==> src/rtl/core/qrb_pkg.sv <==
`default_nettype none
// ============================================================================
// qrb_pkg : shared types and constants of the quadratic bisection core
// Fixed-point format, field widths, request and result structs, register
// indexes and the command and status bundles between controller and datapath.
// ============================================================================
package qrb_pkg;

  // Number format: two's complement Q(32-FRAC_BITS).FRAC_BITS.
  localparam int FRAC_BITS = 16;

  localparam int DATA_W    = 32;
  localparam int PREC_W    = 31;
  localparam int ITER_W    = 8;
  localparam int CNT_W     = ITER_W + 1;
  localparam int CFG_IDX_W = 3;

  // Evaluation widths. They cover the whole fixed-point range of FRAC_BITS
  // (8 to 30), so the quadratic is evaluated without any loss.
  localparam int MULA_W = DATA_W + 1;
  localparam int PROD_W = MULA_W + DATA_W;
  localparam int T_W    = 65;
  localparam int ACC_W  = 97;

  // Register indexes on the configuration port.
  localparam logic [CFG_IDX_W-1:0] REG_COEF_SQUARE    = 3'd0;
  localparam logic [CFG_IDX_W-1:0] REG_COEF_LINEAR    = 3'd1;
  localparam logic [CFG_IDX_W-1:0] REG_COEF_CONST     = 3'd2;
  localparam logic [CFG_IDX_W-1:0] REG_PRECISION      = 3'd3;
  localparam logic [CFG_IDX_W-1:0] REG_MAX_ITERATIONS = 3'd4;

  // Reset values of the registers.
  localparam logic [DATA_W-1:0] RST_COEF     = 32'd65536;
  localparam logic [PREC_W-1:0] RST_PREC     = 31'd66;
  localparam logic [ITER_W-1:0] RST_MAX_ITER = 8'd100;

  // Result status codes.
  localparam logic [1:0] ST_CONV  = 2'd0;
  localparam logic [1:0] ST_LIMIT = 2'd1;
  localparam logic [1:0] ST_NOBRK = 2'd2;

  // Evaluation point selection.
  localparam logic [1:0] XSEL_A = 2'd0;
  localparam logic [1:0] XSEL_B = 2'd1;
  localparam logic [1:0] XSEL_C = 2'd2;

  // Multiplier step of one evaluation.
  localparam logic [1:0] OP_NONE = 2'd0;
  localparam logic [1:0] OP_MUL0 = 2'd1;
  localparam logic [1:0] OP_MUL1 = 2'd2;
  localparam logic [1:0] OP_MUL2 = 2'd3;

  // Source of the result root.
  localparam logic [1:0] ROOT_MID  = 2'd0;
  localparam logic [1:0] ROOT_C    = 2'd1;
  localparam logic [1:0] ROOT_ZERO = 2'd2;

  typedef struct packed {
    logic signed [DATA_W-1:0] bound_one;
    logic signed [DATA_W-1:0] bound_two;
  } qrb_in_t;

  typedef struct packed {
    logic signed [DATA_W-1:0] root;
    logic        [1:0]        status;
  } qrb_out_t;

  typedef struct packed {
    logic signed [DATA_W-1:0] coef_square;
    logic signed [DATA_W-1:0] coef_linear;
    logic signed [DATA_W-1:0] coef_const;
    logic        [PREC_W-1:0] precision;
    logic        [ITER_W-1:0] max_iterations;
  } qrb_cfg_t;

  typedef struct packed {
    logic       load;
    logic [1:0] x_sel;
    logic [1:0] ev_op;
    logic       keep_fa;
    logic       keep_fb;
    logic       set_a_c;
    logic       set_b_c;
    logic       cap_mid;
    logic       fire;
    logic [1:0] root_sel;
    logic [1:0] status;
  } qrb_cmd_t;

  typedef struct packed {
    logic wide;
    logic lo_brk;
    logic hi_brk;
  } qrb_stat_t;

endpackage
`default_nettype wire

==> src/rtl/core/quadratic_root_bisection_core.sv <==
`default_nettype none
// ============================================================================
// quadratic_root_bisection_core : bisection root finder for a quadratic
// Finds a root of coef_square*x^2 + coef_linear*x + coef_const inside a
// requested interval, in signed Q16.16 fixed point.
// ============================================================================
//
// A request is taken on a clock edge where start is high and busy is low; it
// carries two interval ends in either order. The core orders them, evaluates
// the sign of the quadratic exactly at both ends and then halves the interval,
// keeping the half whose ends differ in sign (a zero counts as a change),
// until the width is no more than the precision register. The result (the
// final midpoint and a status: converged, iteration limit or no bracket) is
// presented for exactly one cycle with out_strobe high and cannot be held
// off, so the receiver must take it in that cycle. Each evaluation takes three
// multiplier steps on the one shared 33 by 32 bit multiplier, and one halving
// pass consists of those three steps, the bracket decision and the width
// check. Every pass at least roughly halves the width, so the reset stop
// width of 66 is reached within 26 passes and any non-zero stop width within
// 32 passes. The iteration limit can end a request sooner; with a stop width
// of nought the interval may stop shrinking at a width of one, and the limit
// then ends the request after max_iterations + 1 passes and one further
// evaluation. A missing bracket ends the request, with a zero root, at the
// pass that finds it. One request is processed at a time and busy stays high
// throughout.
// The configuration registers may only be written while busy is low.
//
module quadratic_root_bisection_core
  import qrb_pkg::*;
(
  input  logic                 clk,
  input  logic                 rst_n,
  // Request channel.
  input  logic                 start,
  output logic                 busy,
  input  qrb_in_t              in_req,
  // Result channel.
  output logic                 out_strobe,
  output qrb_out_t             out_res,
  // Configuration write port.
  input  logic                 cfg_we,
  input  logic [CFG_IDX_W-1:0] cfg_index,
  input  logic [DATA_W-1:0]    cfg_wdata
);

  qrb_cfg_t  cfg_r, cfg_nxt;
  qrb_cmd_t  cmd;
  qrb_stat_t stat;

  // Configuration registers. Writes to unused indexes are ignored.
  always_comb begin
    cfg_nxt = cfg_r;
    if (cfg_we) begin
      case (cfg_index)
        REG_COEF_SQUARE:    cfg_nxt.coef_square    = cfg_wdata;
        REG_COEF_LINEAR:    cfg_nxt.coef_linear    = cfg_wdata;
        REG_COEF_CONST:     cfg_nxt.coef_const     = cfg_wdata;
        REG_PRECISION:      cfg_nxt.precision      = cfg_wdata[PREC_W-1:0];
        REG_MAX_ITERATIONS: cfg_nxt.max_iterations = cfg_wdata[ITER_W-1:0];
        default: ;
      endcase
    end
  end

  always_ff @(posedge clk) begin
    if (!rst_n) begin
      cfg_r.coef_square    <= RST_COEF;
      cfg_r.coef_linear    <= RST_COEF;
      cfg_r.coef_const     <= RST_COEF;
      cfg_r.precision      <= RST_PREC;
      cfg_r.max_iterations <= RST_MAX_ITER;
    end else begin
      cfg_r <= cfg_nxt;
    end
  end

  // The sequencer decides, the datapath holds the bracket and evaluates.
  qrb_ctrl u_ctrl (
    .clk            (clk),
    .rst_n          (rst_n),
    .start          (start),
    .max_iterations (cfg_r.max_iterations),
    .stat           (stat),
    .cmd            (cmd),
    .busy           (busy),
    .out_strobe     (out_strobe)
  );

  qrb_datapath u_datapath (
    .clk     (clk),
    .in_req  (in_req),
    .cfg     (cfg_r),
    .cmd     (cmd),
    .stat    (stat),
    .out_res (out_res)
  );

`ifndef SYNTH
  // An accepted request always keeps the core busy in the following cycle.
  a_busy_after_accept: assert property (
    @(posedge clk) disable iff (!rst_n) (start && !busy) |=> busy
  ) else $error("core not busy after accepting a request");

  // A result strobe is never followed directly by another one.
  a_single_strobe: assert property (
    @(posedge clk) disable iff (!rst_n) out_strobe |=> !out_strobe
  ) else $error("back-to-back result strobes");

  // A result carries one of the defined status codes.
  a_status_code: assert property (
    @(posedge clk) disable iff (!rst_n)
    out_strobe |-> (out_res.status == ST_CONV || out_res.status == ST_LIMIT ||
                    out_res.status == ST_NOBRK)
  ) else $error("undefined result status");

  // A missing bracket always reports a zero root.
  a_nobrk_zero: assert property (
    @(posedge clk) disable iff (!rst_n)
    (out_strobe && out_res.status == ST_NOBRK) |-> (out_res.root == '0)
  ) else $error("no-bracket result with non-zero root");
`endif

endmodule
`default_nettype wire

==> src/rtl/core/qrb_datapath.sv <==
`default_nettype none
// ============================================================================
// qrb_datapath : interval registers, shared multiplier and sign evaluation
// Holds the bracket ends and their signs, evaluates the quadratic in three
// multiplier steps (Horner form) and applies the controller's updates.
// ============================================================================
module qrb_datapath
  import qrb_pkg::*;
(
  input  logic      clk,
  input  qrb_in_t   in_req,
  input  qrb_cfg_t  cfg,
  input  qrb_cmd_t  cmd,
  output qrb_stat_t stat,
  output qrb_out_t  out_res
);

  logic signed [DATA_W-1:0] a_r, a_nxt, b_r, b_nxt, c_r, c_nxt;
  logic                     fa_neg_r, fa_neg_nxt, fa_zero_r, fa_zero_nxt;
  logic                     fb_neg_r, fb_neg_nxt, fb_zero_r, fb_zero_nxt;
  logic        [T_W-1:0]    t_r, t_nxt;
  logic        [ACC_W-1:0]  acc_r, acc_nxt;
  qrb_out_t                 out_r, out_nxt;

  logic signed [DATA_W-1:0] x;
  logic signed [MULA_W-1:0] mul_a;
  logic signed [PROD_W-1:0] prod;
  logic        [ACC_W-1:0]  prod_ext;
  logic        [T_W-1:0]    lin_ext;
  logic        [ACC_W-1:0]  const_ext;
  logic                     f_neg, f_zero, in_lt;
  logic        [DATA_W:0]   sum, diff;
  logic signed [DATA_W-1:0] mid;

  // Evaluation point and multiplier operand.
  always_comb begin
    case (cmd.x_sel)
      XSEL_A:  x = a_r;
      XSEL_B:  x = b_r;
      default: x = c_r;
    endcase
    case (cmd.ev_op)
      OP_MUL0: mul_a = {cfg.coef_square[DATA_W-1], cfg.coef_square};
      OP_MUL1: mul_a = {1'b0, t_r[DATA_W-1:0]};
      default: mul_a = t_r[T_W-1:DATA_W];
    endcase
  end

  assign prod      = mul_a * x;
  assign prod_ext  = {{(ACC_W-PROD_W){prod[PROD_W-1]}}, prod};
  assign lin_ext   = {{(T_W-DATA_W){cfg.coef_linear[DATA_W-1]}}, cfg.coef_linear} << FRAC_BITS;
  assign const_ext = {{(ACC_W-DATA_W){cfg.coef_const[DATA_W-1]}}, cfg.coef_const}
                     << (2 * FRAC_BITS);

  // f = (cs*x + cl*2^F)*x + cc*2^2F, with the inner term split in two halves.
  always_comb begin
    t_nxt   = t_r;
    acc_nxt = acc_r;
    case (cmd.ev_op)
      OP_MUL0: t_nxt   = prod[T_W-1:0] + lin_ext;
      OP_MUL1: acc_nxt = prod_ext + const_ext;
      OP_MUL2: acc_nxt = acc_r + (prod_ext << DATA_W);
      default: ;
    endcase
  end

  assign f_neg  = acc_r[ACC_W-1];
  assign f_zero = (acc_r == '0);

  assign stat.lo_brk = fa_zero_r | f_zero | (fa_neg_r != f_neg);
  assign stat.hi_brk = fb_zero_r | f_zero | (fb_neg_r != f_neg);

  // Floor midpoint and interval width; the width is never negative.
  assign sum       = {a_r[DATA_W-1], a_r} + {b_r[DATA_W-1], b_r};
  assign mid       = sum[DATA_W:1];
  assign diff      = {b_r[DATA_W-1], b_r} - {a_r[DATA_W-1], a_r};
  assign stat.wide = diff > {2'b00, cfg.precision};

  assign in_lt = $signed(in_req.bound_one) < $signed(in_req.bound_two);

  always_comb begin
    a_nxt       = a_r;
    b_nxt       = b_r;
    c_nxt       = c_r;
    fa_neg_nxt  = fa_neg_r;
    fa_zero_nxt = fa_zero_r;
    fb_neg_nxt  = fb_neg_r;
    fb_zero_nxt = fb_zero_r;
    out_nxt     = out_r;
    if (cmd.load) begin
      a_nxt = in_lt ? in_req.bound_one : in_req.bound_two;
      b_nxt = in_lt ? in_req.bound_two : in_req.bound_one;
    end
    if (cmd.set_a_c) begin
      a_nxt = c_r;
    end
    if (cmd.set_b_c) begin
      b_nxt = c_r;
    end
    if (cmd.keep_fa || cmd.set_a_c) begin
      fa_neg_nxt  = f_neg;
      fa_zero_nxt = f_zero;
    end
    if (cmd.keep_fb || cmd.set_b_c) begin
      fb_neg_nxt  = f_neg;
      fb_zero_nxt = f_zero;
    end
    if (cmd.cap_mid) begin
      c_nxt = mid;
    end
    if (cmd.fire) begin
      case (cmd.root_sel)
        ROOT_MID: out_nxt.root = mid;
        ROOT_C:   out_nxt.root = c_r;
        default:  out_nxt.root = '0;
      endcase
      out_nxt.status = cmd.status;
    end
  end

  always_ff @(posedge clk) begin
    a_r       <= a_nxt;
    b_r       <= b_nxt;
    c_r       <= c_nxt;
    fa_neg_r  <= fa_neg_nxt;
    fa_zero_r <= fa_zero_nxt;
    fb_neg_r  <= fb_neg_nxt;
    fb_zero_r <= fb_zero_nxt;
    t_r       <= t_nxt;
    acc_r     <= acc_nxt;
    out_r     <= out_nxt;
  end

  assign out_res = out_r;

endmodule
`default_nettype wire

==> src/rtl/core/qrb_ctrl.sv <==
`default_nettype none
// ============================================================================
// qrb_ctrl : bisection sequencer
// Steps the datapath through the end-point evaluations, the halving passes,
// the iteration limit and the final result strobe.
// ============================================================================
module qrb_ctrl
  import qrb_pkg::*;
(
  input  logic              clk,
  input  logic              rst_n,
  input  logic              start,
  input  logic [ITER_W-1:0] max_iterations,
  input  qrb_stat_t         stat,
  output qrb_cmd_t          cmd,
  output logic              busy,
  output logic              out_strobe
);

  localparam logic [2:0] S_IDLE  = 3'd0;
  localparam logic [2:0] S_EV0   = 3'd1;
  localparam logic [2:0] S_EV1   = 3'd2;
  localparam logic [2:0] S_EV2   = 3'd3;
  localparam logic [2:0] S_STEP  = 3'd4;
  localparam logic [2:0] S_CHECK = 3'd5;

  logic [2:0]       state_r, state_nxt;
  logic [1:0]       tgt_r, tgt_nxt;
  logic [CNT_W-1:0] count_r, count_nxt;
  logic             strobe_r, strobe_nxt;

  always_comb begin
    cmd        = '0;
    cmd.x_sel  = tgt_r;
    state_nxt  = state_r;
    tgt_nxt    = tgt_r;
    count_nxt  = count_r;
    strobe_nxt = 1'b0;
    case (state_r)
      S_IDLE: begin
        if (start) begin
          cmd.load  = 1'b1;
          tgt_nxt   = XSEL_A;
          count_nxt = '0;
          state_nxt = S_EV0;
        end
      end
      S_EV0: begin
        cmd.ev_op = OP_MUL0;
        state_nxt = S_EV1;
      end
      S_EV1: begin
        cmd.ev_op = OP_MUL1;
        state_nxt = S_EV2;
      end
      S_EV2: begin
        cmd.ev_op = OP_MUL2;
        state_nxt = S_STEP;
      end
      S_STEP: begin
        case (tgt_r)
          XSEL_A: begin
            cmd.keep_fa = 1'b1;
            tgt_nxt     = XSEL_B;
            state_nxt   = S_EV0;
          end
          XSEL_B: begin
            cmd.keep_fb = 1'b1;
            state_nxt   = S_CHECK;
          end
          default: begin
            if (count_r > {1'b0, max_iterations}) begin
              cmd.fire     = 1'b1;
              cmd.root_sel = ROOT_C;
              cmd.status   = ST_LIMIT;
              strobe_nxt   = 1'b1;
              state_nxt    = S_IDLE;
            end else begin
              count_nxt = count_r + CNT_W'(1);
              if (stat.lo_brk) begin
                cmd.set_b_c = 1'b1;
                state_nxt   = S_CHECK;
              end else if (stat.hi_brk) begin
                cmd.set_a_c = 1'b1;
                state_nxt   = S_CHECK;
              end else begin
                cmd.fire     = 1'b1;
                cmd.root_sel = ROOT_ZERO;
                cmd.status   = ST_NOBRK;
                strobe_nxt   = 1'b1;
                state_nxt    = S_IDLE;
              end
            end
          end
        endcase
      end
      S_CHECK: begin
        if (stat.wide) begin
          cmd.cap_mid = 1'b1;
          tgt_nxt     = XSEL_C;
          state_nxt   = S_EV0;
        end else begin
          cmd.fire     = 1'b1;
          cmd.root_sel = ROOT_MID;
          cmd.status   = ST_CONV;
          strobe_nxt   = 1'b1;
          state_nxt    = S_IDLE;
        end
      end
      default: state_nxt = S_IDLE;
    endcase
  end

  always_ff @(posedge clk) begin
    if (!rst_n) begin
      state_r  <= S_IDLE;
      tgt_r    <= XSEL_A;
      count_r  <= '0;
      strobe_r <= 1'b0;
    end else begin
      state_r  <= state_nxt;
      tgt_r    <= tgt_nxt;
      count_r  <= count_nxt;
      strobe_r <= strobe_nxt;
    end
  end

  assign busy       = (state_r != S_IDLE);
  assign out_strobe = strobe_r;

endmodule
`default_nettype wire
==> config.mk <==
export PLATFORM = sky130hd
export DESIGN_NAME = quadratic_root_bisection_core
export DESIGN_NICKNAME = d
export VERILOG_FILES = /design/src/rtl/core/qrb_pkg.sv /design/src/rtl/core/quadratic_root_bisection_core.sv /design/src/rtl/core/qrb_datapath.sv /design/src/rtl/core/qrb_ctrl.sv
export SDC_FILE = /design/constraint.sdc
export NUM_CORES = 2
export LEC_CHECK = 0
export ABC_AREA = 1
export BUFFER_PORTS_ARGS = -buffer_cell sky130_fd_sc_hd__buf_2
export CELL_PAD_IN_SITES_DETAIL_PLACEMENT = 1
export CELL_PAD_IN_SITES_GLOBAL_PLACEMENT = 1
export CORE_ASPECT_RATIO = 0.6
export CORE_MARGIN = 4
export CORE_UTILIZATION = 25
export DETAILED_ROUTE_END_ITERATION = 10
export PLACE_DENSITY = 0.54
export SLEW_MARGIN = 20
export SYNTH_ARGS = -nofsm -noshare
export SYNTH_HDL_FRONTEND = slang
export SYNTH_SLANG_ARGS = --single-unit
==> constraint.sdc <==
create_clock -name clk -period 31 [get_ports clk]
set_input_delay 1.55 -clock clk [delete_from_list [all_inputs] [get_ports clk]]
set_output_delay 1.55 -clock clk [all_outputs]
set_load 0.05 [all_outputs]
; Word level (Yosys, flattened, before mapping)
; Index checks and enable logic that the tools add are counted.
[totals]
out_inout_bits = 36
input_bits = 103
word_cells = 126
register_bits = 446
[op_classes]
n_mul = 1
n_lt_le_gt_ge = 3
n_eq_ne = 21
mux = 50
n_addsub = 6
reduce_logical = 21
bitwise = 4
[op_table]
columns = cell, count
row1 = $pmux W97 S2, 1
row2 = $mux W32, 6
row3 = $pmux W32 S2, 2
row4 = $add A97 B97 Y97, 1
row5 = $logic_not A97 Y1, 1
row6 = $add A65 B64 Y66, 1
row7 = $pmux W33 S2, 1
row8 = $add A65 B65 Y65, 1
row9 = $mul A33 B32 Y65, 1
row10 = $add A32 B32 Y33, 1
row11 = $gt A33 B31 Y1, 1
row12 = $sub A32 B32 Y33, 1
row13 = $lt A32 B32 Y1, 1
row14 = $mux W9, 3
row15 = $mux W5, 5
row16 = $pmux W3 S6, 1
row17 = $pmux W9 S2, 1
row18 = $mux W1, 15
row19 = $eq A3 B2 Y1 const B, 4
row20 = $mux W3, 4
row21 = $pmux W2 S3, 2
row22 = $mux W2, 5
row23 = $ne A2 B2 Y1 const B, 5
row24 = $pmux W5 S2, 1
row25 = other kinds (19), 41

; Depth between registers and ports, before layout
[depth]
ltp_word = 10
mapped_depth = 54
ltp_nobuf = 49

; Cells and area by module
; A second synthesis with hierarchy kept.
[hier_totals]
cells_unflattened = 9432
hier_area_um2 = 72455.7
[by_module_without_submodules]
columns = module, instances, cells_each, area_each_um2, seq_area_each_um2
row1 = qrb_datapath, 1, 8471, 65927.0, 8888.5
row2 = quadratic_root_bisection_core, 1, 778, 5335.1, 2702.6
row3 = qrb_ctrl, 1, 183, 1193.6, 300.3

; Worst setup path after synthesis
; Ideal clock, no wire load.
[synth_timing]
path_kind = register -> register
start = register u_ctrl.state_r[0]
end = register u_datapath.acc_r[68] (data pin)
synth_period_minus_slack_ns = 11.419
arrival_ns = 11.162
path_buffers = 3
stages_incl_launch_ff = 44
required_time_ns = 30.743
setup_ns = 0.257
setup_slack_ns = 19.581
cell_sequence = dfxtp_1 -> inv_1 -> nor2_1 -> ha_1 -> clkbuf_1 -> a21oi_1 -> inv_1 -> o21ai_0 -> clkbuf_1 -> nor2_1 -> fa_1 -> fa_1 -> fa_1 -> fa_1 -> inv_1 -> fa_1 -> inv_1 -> fa_1 -> [... 8 more ...] -> o21ai_0 -> a21oi_1 -> xnor2_1 -> ha_1 -> nand2_1 -> nor2_1 -> nand2_1 -> nor4_2 -> nand2_1 -> o211ai_2 -> nand2_4 -> a21oi_4 -> o21ai_2 -> nand2_2 -> nand2_2 -> nand2_4 -> buf_12 -> nand2_2
[synth_between]
elab_chain_len = 7
word_cells_on_any_way = 12
cone_classes = 2 x add/sub / 1 x mul / 6 x eq/ne / 3 x mux
[synth_lines]
columns = item, line_no
row1 = start: declaration, qrb_ctrl.sv:27  ; logic [2:0] state_r, state_nxt;
row2 = start signal: assignment, qrb_ctrl.sv:121  ; state_r <= state_nxt;
row3 = $eq A3 B2 Y1 or $eq A3 B1 Y1 (tied branches), qrb_ctrl.sv:39  ; case (state_r)
row4 = $pmux W2 S3 (*), qrb_ctrl.sv:39
row5 = $eq A2 B2 Y1 or $eq A2 B1 Y1 (tied branches), "qrb_datapath.sv:42, qrb_datapath.sv:59"
row6 = $pmux W33 S2, qrb_datapath.sv:42  ; case (cmd.ev_op)
row7 = $mul A33 B32 Y65, qrb_datapath.sv:49  ; assign prod = mul_a * x;
row8 = $add A97 B97 Y97 or $add A65 B64 Y66 (tied branches), "qrb_datapath.sv:62, qrb_datapath.sv:61"
row9 = $pmux W97 S2 (*), qrb_datapath.sv:59  ; case (cmd.ev_op)
row10 = named net u_datapath.acc_nxt[68], qrb_datapath.sv:22  ; logic [ACC_W-1:0] acc_r, acc_nxt;
row11 = end signal: assignment, qrb_datapath.sv:130  ; acc_r <= acc_nxt;
row12 = end: declaration, qrb_datapath.sv:22
; The timed path passes the listed nets; every way through them passes the cells marked *.
; A chain may end at the register's enable or synchronous reset.

; Worst setup path in the final report
[layout_timing]
start = register u_ctrl.state_r[0]
end = register u_datapath.acc_r[58] (data pin)
; The elaborated chain is that of the path after synthesis.

==> parameters.txt <==
Parameter                              Value

Outcome
  Status    complete, no violations

STA
  Aggregate negative setup slack    0 ns
  Max_slew headroom    between 10% and 20%
  RSZ-0062 raised after global routing    false
  Setup violation total in the final timing report    0
  Total count of max-transition violations in the final report    0
  Worst slew pin tran    1.21 ns
  Time the worst path needs with I/O delays and setup    14.37 ns
  Setup Skew    about 0.044 ns
  Final hold violation count    0
  Final critical-path share of the clock period    a little under half
  Fmax achieved    about 0.070 GHz

Setup path
  Largest fanout of any net on the critical path    35
  Setup slack of the most critical reg-to-reg path    roughly 17 ns
  Category of the most critical setup path    flip-flop to flip-flop
  Cell with the biggest individual delay on the critical path    sky130_fd_sc_hd__xor2_1
  Library cell appearing most often on the critical path    sky130_fd_sc_hd__fa_1
  Launching element type of the critical path    flip-flop
  Signal arrival time at the worst endpoint    approximately 15 ns
  Critical Path End Type    flip-flop
  Delay of the slowest critical-path stage    0.97 ns
  CP required    about 31 ns

CTS
  Total of hold buffers inserted after clock tree synthesis    0
  CTS tree    done
  Total setup buffers inserted after CTS    0
  Clock latency of the later-clocked register in the worst-skew pair    ~0.66 ns
  Buffers from clock root to sink, at most    3
  CTS buffer count    46
  Sinks on the clock net    446
  Buffer cell driving the clock tree root    sky130_fd_sc_hd__clkbuf_16
  CTS H-tree lvls    2
  Post_cts resized    0
  Clock-pin slew on the worst setup and hold paths    ~0.08 ns

Global route
  Wire length of the first global-routing pass    477000 um
  Maximum number of pins on one net before global-route repair    95
  Total global routing track utilization    between 20% and 30%
  Via count of the first global-routing pass    around 63k
  Number of antenna violations at the first check in global routing    40
  Grt total ovfl    0

Min path
  Worst hold path type    flip-flop to flip-flop

Synthesis
  Xor and xnor area share after synthesis    2.36%
  Area share of and/or/nand/nor cells after synthesis    approximately a fifth
  Adder and majority cell fraction of the synthesized area    a little over 40%
  Most numerous cell types in the synthesized netlist    1623 x sky130_fd_sc_hd__inv_1, 1475 x sky130_fd_sc_hd__nand2_1, 1168 x sky130_fd_sc_hd__nor2_1
  Number of flops mapped to enable cells by yosys    around 300
  Mean Syn Cell Area    about 8.0 sq um
  Synth top area cells    sky130_fd_sc_hd__fa_1 32%, sky130_fd_sc_hd__edfxtp_1 13%, sky130_fd_sc_hd__inv_1 8.8%
  Combined area of all synthesized cells    just under 70000 sq um
  Dominant cell type by area after synthesis    sky130_fd_sc_hd__fa_1
  Yosys top cell area share    32.3%
  Dominant combinational cell family by area after synthesis    adder cells
  Synthesized netlist cell count    8618
  Post-synth top flop    sky130_fd_sc_hd__edfxtp_1
  Fraction of synthesis flops using an asynchronous set or reset pin    0%
  Number of warnings reported in the yosys synthesis log    0
  Mux share of post-synthesis cell area    0%
  Number of distinct library cell variants in the gate-level netlist after synthesis    66
  Compound-Gate Fraction of Synth Area    between 10% and 20%
  Fraction of the yosys area taken by sequential cells    between 10% and 20%
  Syn Nets    10.3k
  Total of flip-flops plus latches after synthesis    between 400 and 500
  Cell with the most instances after synthesis    sky130_fd_sc_hd__inv_1

Flow run
  Max-cap viol count    0

Placement
  Final weighted congestion in routability-driven placement    around 1
  Count of input and output buffers    about 140
  Final HPWL DP    276000 um

Drt
  Initial DRC Count    approximately 6.5k
  Initial DRT Pass Iterations    6
  Total wire length after detailed routing    ~330000 um
  Via count    61.7k
  Antenna violation net count after detailed routing    0
  Post-detailed-route DRC marker count    0
  Post-DR vias/cell    between 4 and 5
  Detailed-route wire length per cell    about 27 um

Floorplan
  Effective utilization at floorplan    about a quarter
  CORE AREA    around 280000 sq um
  Height of the chip    between 400 and 500 um
  Floorplan row count    approximately 150
  Die Outline Area    286000 sq um
  I/O pin cnt    roughly 140
  Die Width    around 700 um

Finish
  Area used by sequential logic in the layout    around 12000 sq um
  Layout filler cell count    33.0k
  Fin nets    10.3k
  Share of post-route cells with drive strength above 1    6.32%
  Area of the multi-input gates    between 50000 and 60000 sq um
  Layout-stage area growth over the synthesis result    10.4%
==> path summary, 6_finish.rpt <==
kind	startpoint	end	depth (start not counted)
setup / recovery	u_ctrl.state_r[0]	u_datapath.acc_r[58]	37
hold / removal	cfg_r[30]	cfg_r[30]	2
setup reg to reg	u_ctrl.state_r[0]	u_datapath.acc_r[58]	37
hold reg to reg	cfg_r[30]	cfg_r[30]	2
==> sequential cells by signal, indices dropped and copies added (netlist names) <==
| signal | flops |
|---|---|
| cfg_r | 135 |
| u_datapath.acc_r | 97 |
| u_datapath.t_r | 65 |
| u_datapath.out_res | 34 |
| u_datapath.a_r | 32 |
| u_datapath.b_r | 32 |
| u_datapath.c_r | 32 |
| u_ctrl.count_r | 9 |
| u_ctrl.state_r | 3 |
| u_ctrl.tgt_r | 2 |
| u_ctrl.out_strobe | 1 |
| u_datapath.fa_neg_r | 1 |
| u_datapath.fa_zero_r | 1 |
| u_datapath.fb_neg_r | 1 |
| u_datapath.fb_zero_r | 1 |
==> per-stage QoR <==
step	instance area, sq um	hold slack [ns]	instances	setup slack (ns)	utilization [%]
4_1_cts	76500	0.470	12400	16.84	27.8
2_1_floorplan	69300	0.426	8618	19.58	-
3_3_place_gp	74900	0.455	12300	17.11	27.2
5_1_grt	76500	0.498	12400	15.97	27.8
6_report	76500	0.470	12400	16.63	27.8
3_5_place_dp	74900	0.459	12300	16.90	27.2
==> logic make-up (layout without fill, tap and decap cells) <==
logic type	count (synthesis)	count (layout)
simple gates	3203	3203
other cells	0	6
compound gates	1222	1222
buf+inv	1966	2032
flops	446	446
xor+xnor	187	187
fa+ha+maj	1594	1594
==> worst max-delay path, delay by kind of cell (launching register included) <==
kind | cells | cell delay (ns)
simple gates | 8 | 1.69
flops | 1 | 0.36
xor+xnor | 1 | 0.97
compound gates | 12 | 3.23
fa+ha+maj | 11 | 5.88
buf+inv | 5 | 1.89
==> metal layers <==
layer | GRT usage, % | vias up | part of all wire (%)
li1 | - | 26900 | -
met1 | 38.6 | 32100 | 53
met2 | 28.8 | 2516 | 36
met5 | 0 | - | 0.015
met3 | 6.28 | 192 | 11
met4 | 2.48 | 8 | 1.2
==> cells in the final DEF (no fill, tap or decap), types with 50 or more instances in the layout <==
cell type                   count
sky130_fd_sc_hd__xor2_1       132
sky130_fd_sc_hd__a21oi_1      487
sky130_fd_sc_hd__edfxtp_1     296
sky130_fd_sc_hd__nor2_1      1166
sky130_fd_sc_hd__dfxtp_1      150
sky130_fd_sc_hd__inv_1       1611
sky130_fd_sc_hd__buf_4        149
sky130_fd_sc_hd__fa_1        1117
sky130_fd_sc_hd__nand3_1      343
sky130_fd_sc_hd__nand2_1     1471
sky130_fd_sc_hd__buf_2        137
sky130_fd_sc_hd__clkbuf_16     50
sky130_fd_sc_hd__o21ai_0      383
sky130_fd_sc_hd__ha_1         474
==> layout make-up <==
cell class / count / share of cell area [%]
inverters: 1661 / 8.15
clock inverters: 25 / 0.402
flip-flops and latches: 446 / 15.5
well taps: 3699 / 6.05
diodes: 6 / 0.0196
clock buffers: 59 / 1.69
repair buffers: 287 / 2.39
multi-input cells: 6206 / 65.8
Power is left out: the tool's default activity adds up to more than one toggle a clock period on the data nets, which glitch-free logic cannot reach.
